`src/hdl/radial_lens_distortion_point_core_macros.svh`:
```
// Assertion macros shared by the radial lens distortion point core.
`ifndef RADIAL_LENS_DISTORTION_POINT_CORE_MACROS_SVH
`define RADIAL_LENS_DISTORTION_POINT_CORE_MACROS_SVH

// Same-cycle implication, checked on i_clk outside reset.
`define RLD_ASSERT_IMP(name, cond, prop, msg) \
    name: assert property (@(posedge i_clk) disable iff (!i_rst_n) (cond) |-> (prop)) \
        else $error(msg);

// Next-cycle implication, checked on i_clk outside reset.
`define RLD_ASSERT_NXT(name, cond, prop, msg) \
    name: assert property (@(posedge i_clk) disable iff (!i_rst_n) (cond) |=> (prop)) \
        else $error(msg);

`endif

```
`src/hdl/rld_pkg.sv`:
```
// Package with constants, types and arithmetic helpers of the distortion core.
`timescale 1ns / 1ps
package rld_pkg;

    localparam int DEF_MAX_COEFFS = 4;
    localparam int DEF_MAX_ITERS  = 16;
    localparam int NUM_K          = 4;
    localparam int KIDX_W         = 2;
    localparam int ADDR_W         = 5;
    localparam int DATA_W         = 32;

    localparam logic [2:0] REG_NUM_COEFFS = 3'd0;
    localparam logic [2:0] REG_K1         = 3'd1;
    localparam logic [2:0] REG_K2         = 3'd2;
    localparam logic [2:0] REG_K3         = 3'd3;
    localparam logic [2:0] REG_K4         = 3'd4;

    localparam logic [1:0] ST_OK     = 2'd0;
    localparam logic [1:0] ST_SAT    = 2'd1;
    localparam logic [1:0] ST_NOCONV = 2'd2;

    localparam logic OP_MUL = 1'b0;
    localparam logic OP_DIV = 1'b1;

    localparam logic [2:0]  NUM_COEFFS_RST = 3'd2;
    localparam logic signed [17:0] R_LIMIT = 18'sd65536;
    localparam logic signed [18:0] STOP_TOL = 19'sd2;
    // floor(R/3) == (R * 43691) >> 17 for every 16-bit R.
    localparam logic [15:0] THIRD_RECIP = 16'd43691;
    localparam int          THIRD_SHIFT = 17;

    typedef struct packed {
        logic start;
        logic op;
        logic two_dig;
    } t_mdu_cmd;

    function automatic logic [63:0] abs64(input logic signed [63:0] v);
        return v[63] ? (~v + 64'd1) : v;
    endfunction

    // Round to nearest, ties away from zero, then shift right by s.
    function automatic logic signed [63:0] round_shift(input logic signed [63:0] v,
                                                       input int s);
        logic [63:0] m;
        m = abs64(v);
        m = (m + (64'd1 << (s - 1))) >> s;
        return v[63] ? -$signed(m) : $signed(m);
    endfunction

    // Clamp to 16 bits signed; the top bit of the result flags saturation.
    function automatic logic [16:0] sat16(input logic signed [63:0] v);
        if (v > 64'sd32767) begin
            return {1'b1, 16'h7FFF};
        end
        if (v < -64'sd32768) begin
            return {1'b1, 16'h8000};
        end
        return {1'b0, v[15:0]};
    endfunction

endpackage

```
`src/hdl/rld_muldiv.sv`:
```
// Shared multi-cycle multiply and divide unit of the distortion core.
`timescale 1ns / 1ps
module rld_muldiv import rld_pkg::*; (
    input  logic        i_clk,
    input  logic        i_rst_n,
    input  t_mdu_cmd    i_cmd,
    input  logic [63:0] i_a,
    input  logic [63:0] i_b,
    output logic        o_done,
    output logic [63:0] o_res
);

    localparam int DIV_STEPS = 64;
    localparam int CNT_W     = $clog2(DIV_STEPS);

    logic             r_busy;
    logic             r_done;
    logic             r_op;
    logic             r_first;
    logic [CNT_W-1:0] r_cnt;
    logic [63:0]      r_a;
    logic [63:0]      r_b;
    logic [63:0]      r_acc;

    logic [15:0]        w_dig;
    logic signed [16:0] w_sdig;
    logic signed [80:0] w_prod;
    logic [64:0]        w_shift;
    logic [65:0]        w_trial;
    logic [63:0]        n_acc;
    logic [63:0]        n_b;

    // Multiply: a times b, 16 bits of b per cycle, top digit first and signed.
    assign w_dig  = r_cnt[0] ? r_b[31:16] : r_b[15:0];
    assign w_sdig = $signed({r_first & w_dig[15], w_dig});
    assign w_prod = $signed(r_a) * w_sdig;

    // Divide: unsigned restoring, one quotient bit per cycle.
    assign w_shift = {r_acc, r_b[63]};
    assign w_trial = {1'b0, w_shift} - {2'b00, r_a};

    always_comb begin
        if (r_op == OP_MUL) begin
            n_acc = (r_acc << 16) + w_prod[63:0];
            n_b   = r_b;
        end else if (!w_trial[65]) begin
            n_acc = w_trial[63:0];
            n_b   = {r_b[62:0], 1'b1};
        end else begin
            n_acc = w_shift[63:0];
            n_b   = {r_b[62:0], 1'b0};
        end
    end

    always_ff @(posedge i_clk) begin
        if (!i_rst_n) begin
            r_busy <= 1'b0;
            r_done <= 1'b0;
        end else begin
            r_done <= 1'b0;
            if (i_cmd.start) begin
                r_busy <= 1'b1;
            end else if (r_busy && r_cnt == '0) begin
                r_busy <= 1'b0;
                r_done <= 1'b1;
            end
        end
    end

    always_ff @(posedge i_clk) begin
        if (i_cmd.start) begin
            r_op    <= i_cmd.op;
            r_acc   <= '0;
            r_first <= 1'b1;
            if (i_cmd.op == OP_DIV) begin
                // A divide computes a / b: the divisor sits in r_a and the
                // dividend shifts through r_b, which collects the quotient.
                r_a   <= i_b;
                r_b   <= i_a;
                r_cnt <= CNT_W'(DIV_STEPS - 1);
            end else begin
                r_a   <= i_a;
                r_b   <= i_b;
                r_cnt <= CNT_W'(i_cmd.two_dig);
            end
        end else if (r_busy) begin
            r_first <= 1'b0;
            r_acc   <= n_acc;
            r_b     <= n_b;
            r_cnt   <= r_cnt - 1'b1;
        end
    end

    assign o_done = r_done;
    assign o_res  = (r_op == OP_DIV) ? r_b : r_acc;

endmodule

```
`config.mk`:
```
export PLATFORM = sky130hd
export DESIGN_NAME = rld_muldiv
export DESIGN_NICKNAME = d
export VERILOG_FILES = /design/src/hdl/radial_lens_distortion_point_core_macros.svh /design/src/hdl/rld_pkg.sv /design/src/hdl/rld_muldiv.sv
export SDC_FILE = /design/constraint.sdc
export NUM_CORES = 2
export LEC_CHECK = 0
export BUFFER_PORTS_ARGS = -buffer_cell sky130_fd_sc_hd__buf_2
export CAP_MARGIN = 30
export CORE_MARGIN = 2
export CORE_UTILIZATION = 42
export DETAILED_ROUTE_END_ITERATION = 8
export PLACE_DENSITY = 0.66
export SYNTH_ARGS = -nofsm -noshare
export SYNTH_HDL_FRONTEND = slang
export SYNTH_SLANG_ARGS = --single-unit
```
`constraint.sdc`:
```
create_clock -name i_clk -period 9.4 [get_ports i_clk]
set_clock_uncertainty 0.15 [all_clocks]
set_input_delay 0.47 -clock i_clk [delete_from_list [all_inputs] [get_ports i_clk]]
set_output_delay 0.47 -clock i_clk [all_outputs]
set_load 0.005 [all_outputs]
```
==> flow_metrics.tcl <==
set metrics [dict create \
    min_period_over_period_pct 93.8 \
    worstPathMaxFanout 32 \
    cts-root-buf "clkbuf_16" \
    drt-total-wl_um 150000 \
    syn_avg_cell_area_um2 8.69 \
    final_max_slew_viol_count 0 \
    die_w_um 328 \
    grt_max_degree 87 \
    yosysUniqueCellTypes 78 \
    fill_cells 10200 \
    yosys.area_share.xor_xnor_pct 2.76 \
    holdPathStages 2 \
    regToRegStartpoint "r_cnt[0]$_DFFE_PP_" \
    grtUsageTotal_pct 28.1 \
    path_class "flop to flop" \
    viasPerCell 5.53 \
    seq_area_um2 5400 \
    synth_area_leaders "fa_1, inv_1, edfxtp_1, ha_1, nand2_1" \
    synth_edf_count 135 \
    setup_violations 0 \
    drt_drc_violations_left 0 \
    synth-simple-area-share_pct 13.6 \
    fmax_mhz 113 \
    dp_hpwl_um 122000 \
    period_needed_ns 8.82 \
    yosys-top-cells-count "inv_1, fa_1, nand2_1" \
    clk_pin_slew_ns 0.07 \
    die_area_um2 108000 \
    r2r_cells 25 \
    synth_area_um2 44100 \
    rsz0062_at_grt "no" \
    pin_count 198 \
    hp-class "primary input to flop" \
    grt-ovfl-total 0 \
    place.gp.congestion 0.994 \
    synthArstFlopShare_pct 0 \
    core_um2 104000 \
    ys_ff_latch 202 \
    multi_input_area_um2 33800 \
    die_h_um 328 \
    clk_path_buf_depth 3 \
    synth_adder_area_share_pct 45.1 \
    final_nets 6368 \
    vias 36300 \
    numCtsBuffers 25 \
    synth-main-ff-cell "edfxtp_1" \
    syn-instance-count 5082 \
    h-tree-depth 1 \
    worstPathRequired_ns 9.75 \
    ys_warn_count 0 \
    utilization_pct 45.9 \
    fin_tns_setup_ns 0 \
    numPortBuffers 197 \
    rows 118 \
    clk_latency_ns 0.63 \
    yosys.area.top_type_share_pct 38.4 \
    hold_violations 0 \
    endpoint_kind "flop" \
    drive_above_1_share_pct 9.88 \
    antenna_left 0 \
    grt_first_pass_wirelength_um 228000 \
    syn2layout_area_growth_pct 8.06 \
    slew_headroom_pct 32.8 \
    crit_arrival_ns 9.17 \
    dr.pass1.iters 5 \
    r2r_end "r_acc[61]$_SDFFE_PP0P_" \
    start_util_pct 42.5 \
    yosys.area.top_type "fa_1" \
    antenna_found_initial 7 \
    grt_pass1_vias 37600 \
    synth_most_common_cell "inv_1" \
    drv_cap 0 \
    wl_per_cell_um 22.8 \
    hold_path_end "r_a[0]$_DFFE_PP_" \
    syn-num-nets 6298 \
    worst_slew_pin_slew_ns 1.01 \
    synth-compound-area-share_pct 9.68 \
    setup.reg_to_reg.worst_slack_ns 0.58 \
    synth_top_family_by_area "adder cells" \
    hp-start "i_a[0]" \
    cts_sinks 202 \
    drt_iter0_markers 3382 \
    startpoint_type "flop" \
    status "complete, no violations" \
    ys_seq_area_share_pct 12.2 \
    muxShareOfSynthArea_pct 5.27 \
    cts_tree "done" \
]
## layer usage
metal | wire length, um | share of wire [%] | GRT usage (%) | vias up
met3 | 15900 | 11 | 6.48 | 322
met5 | 34 | 0.023 | 0 | -
li1 | - | - | - | 15800
met4 | 5940 | 4.0 | 9.02 | 6
met1 | 60500 | 40 | 38.0 | 18300
met2 | 67300 | 45 | 44.7 | 1804
## worst max-delay path by stage
| stage | end | cells past startpoint | from | slack, ns |
|---|---|---|---|---|
| after floorplan | r_acc[63]$_SDFFE_PP0P_ | 30 | r_cnt[0]$_DFFE_PP_ | 1.83 |
| after global placement | r_acc[61]$_SDFFE_PP0P_ | 26 | r_cnt[0]$_DFFE_PP_ | 0.76 |
| after detailed placement | r_acc[61]$_SDFFE_PP0P_ | 28 | r_cnt[0]$_DFFE_PP_ | 0.72 |
| after CTS | r_acc[61]$_SDFFE_PP0P_ | 26 | r_cnt[0]$_DFFE_PP_ | 0.69 |
| after global routing | r_acc[61]$_SDFFE_PP0P_ | 28 | r_cnt[0]$_DFFE_PP_ | 0.29 |
| final | r_acc[61]$_SDFFE_PP0P_ | 25 | r_cnt[0]$_DFFE_PP_ | 0.58 |
## stage by stage
stage	instances	setup WS (ns)	hold slack [ns]	instance area, um^2
after detailed placement	6501	0.723	0.356	46700
after global routing	6551	0.290	0.0276	47700
final	6555	0.584	0.0190	47700
after floorplan	5082	1.83	0.312	44100
after global placement	6500	0.760	0.348	46700
after CTS	6551	0.691	0.00155	47700
## placed cells by master, fill, tap and decap left out, types with 6 or more instances in the layout
cell type and n:
a21o_1 67, a211oi_1 34, mux2_2 140, buf_4 91, o21ai_1 11, xnor2_1 97, bufinv_16 6, and3_1 18
o21ai_0 133, nand3_1 34, inv_1 1083, nor2b_1 19, buf_2 195, a21boi_0 7, mux2i_1 70, nand2_1 719
a22oi_1 21, o211ai_1 11, a21oi_1 233, clkbuf_16 25, fa_1 846, a31oi_1 20, nand4_1 19, and2_1 92
o22ai_1 6, nor2_1 458, edfxtp_1 135, ha_1 237, dfxtp_1 66, xor2_1 42, a2111oi_0 7, o21bai_1 17
nor3_1 28, nand2b_1 28, o21a_1 22
## repair_timing
| action | in CTS | in global routing |
|---|---|---|
| gates resized for setup | 0 | 0 |
| hold endpoints to repair | 3 | 0 |
| endpoints found under the setup margin | 0 | 0 |
| hold buffers | 4 | 0 |
| buffers inserted | 0 | 0 |
## final cells by class
cell class	count	area share, %
repair buffers	295	3.74
multi-input cells	3544	70.9
clock buffers	28	1.34
clock inverters	18	0.572
diodes	4	0.0210
inverters	1084	8.53
flip-flops and latches	202	11.3
well taps	1380	3.62
## worst max-delay path, cell delays in order, from the launching register on
cell       delay [ns]
edfxtp_1         0.72
buf_4            0.30
mux2_2           0.79
nand2_1          0.16
fa_1             0.52
inv_1            0.06
fa_1             0.55
fa_1             0.45
fa_1             0.48
fa_1             0.52
inv_1            0.06
fa_1             0.48
inv_1            0.04
ha_1             0.35
a211oi_1         0.24
nand2_1          0.13
a2111oi_2        0.31
o211ai_1         0.28
a31oi_4          0.35
o21ai_0          0.21
nor2_1           0.22
o21ai_0          0.12
a21oi_1          0.28
o21ai_0          0.26
xnor2_1          0.22
a2111oi_0        0.43
## sequential cells by signal (all words and copies together) (netlist names)
| name | flops |
|---|---|
| r_a | 64 |
| r_acc | 64 |
| r_b | 64 |
| r_cnt | 6 |
| o_done | 1 |
| r_busy | 1 |
| r_first | 1 |
| r_op | 1 |
## kinds of logic after synthesis
family                     after synthesis
and+or+nand+nor                       1438
AOI/OAI and AO/OA                      669
buffers and inverters                 1336
DFF                                    202
xor gates and xnor gates               139
muxes                                  215
adders and majority gates             1083
Power is left out: the tool's default activity adds up to more than one toggle a clock period on the data nets, which glitch-free logic cannot reach.
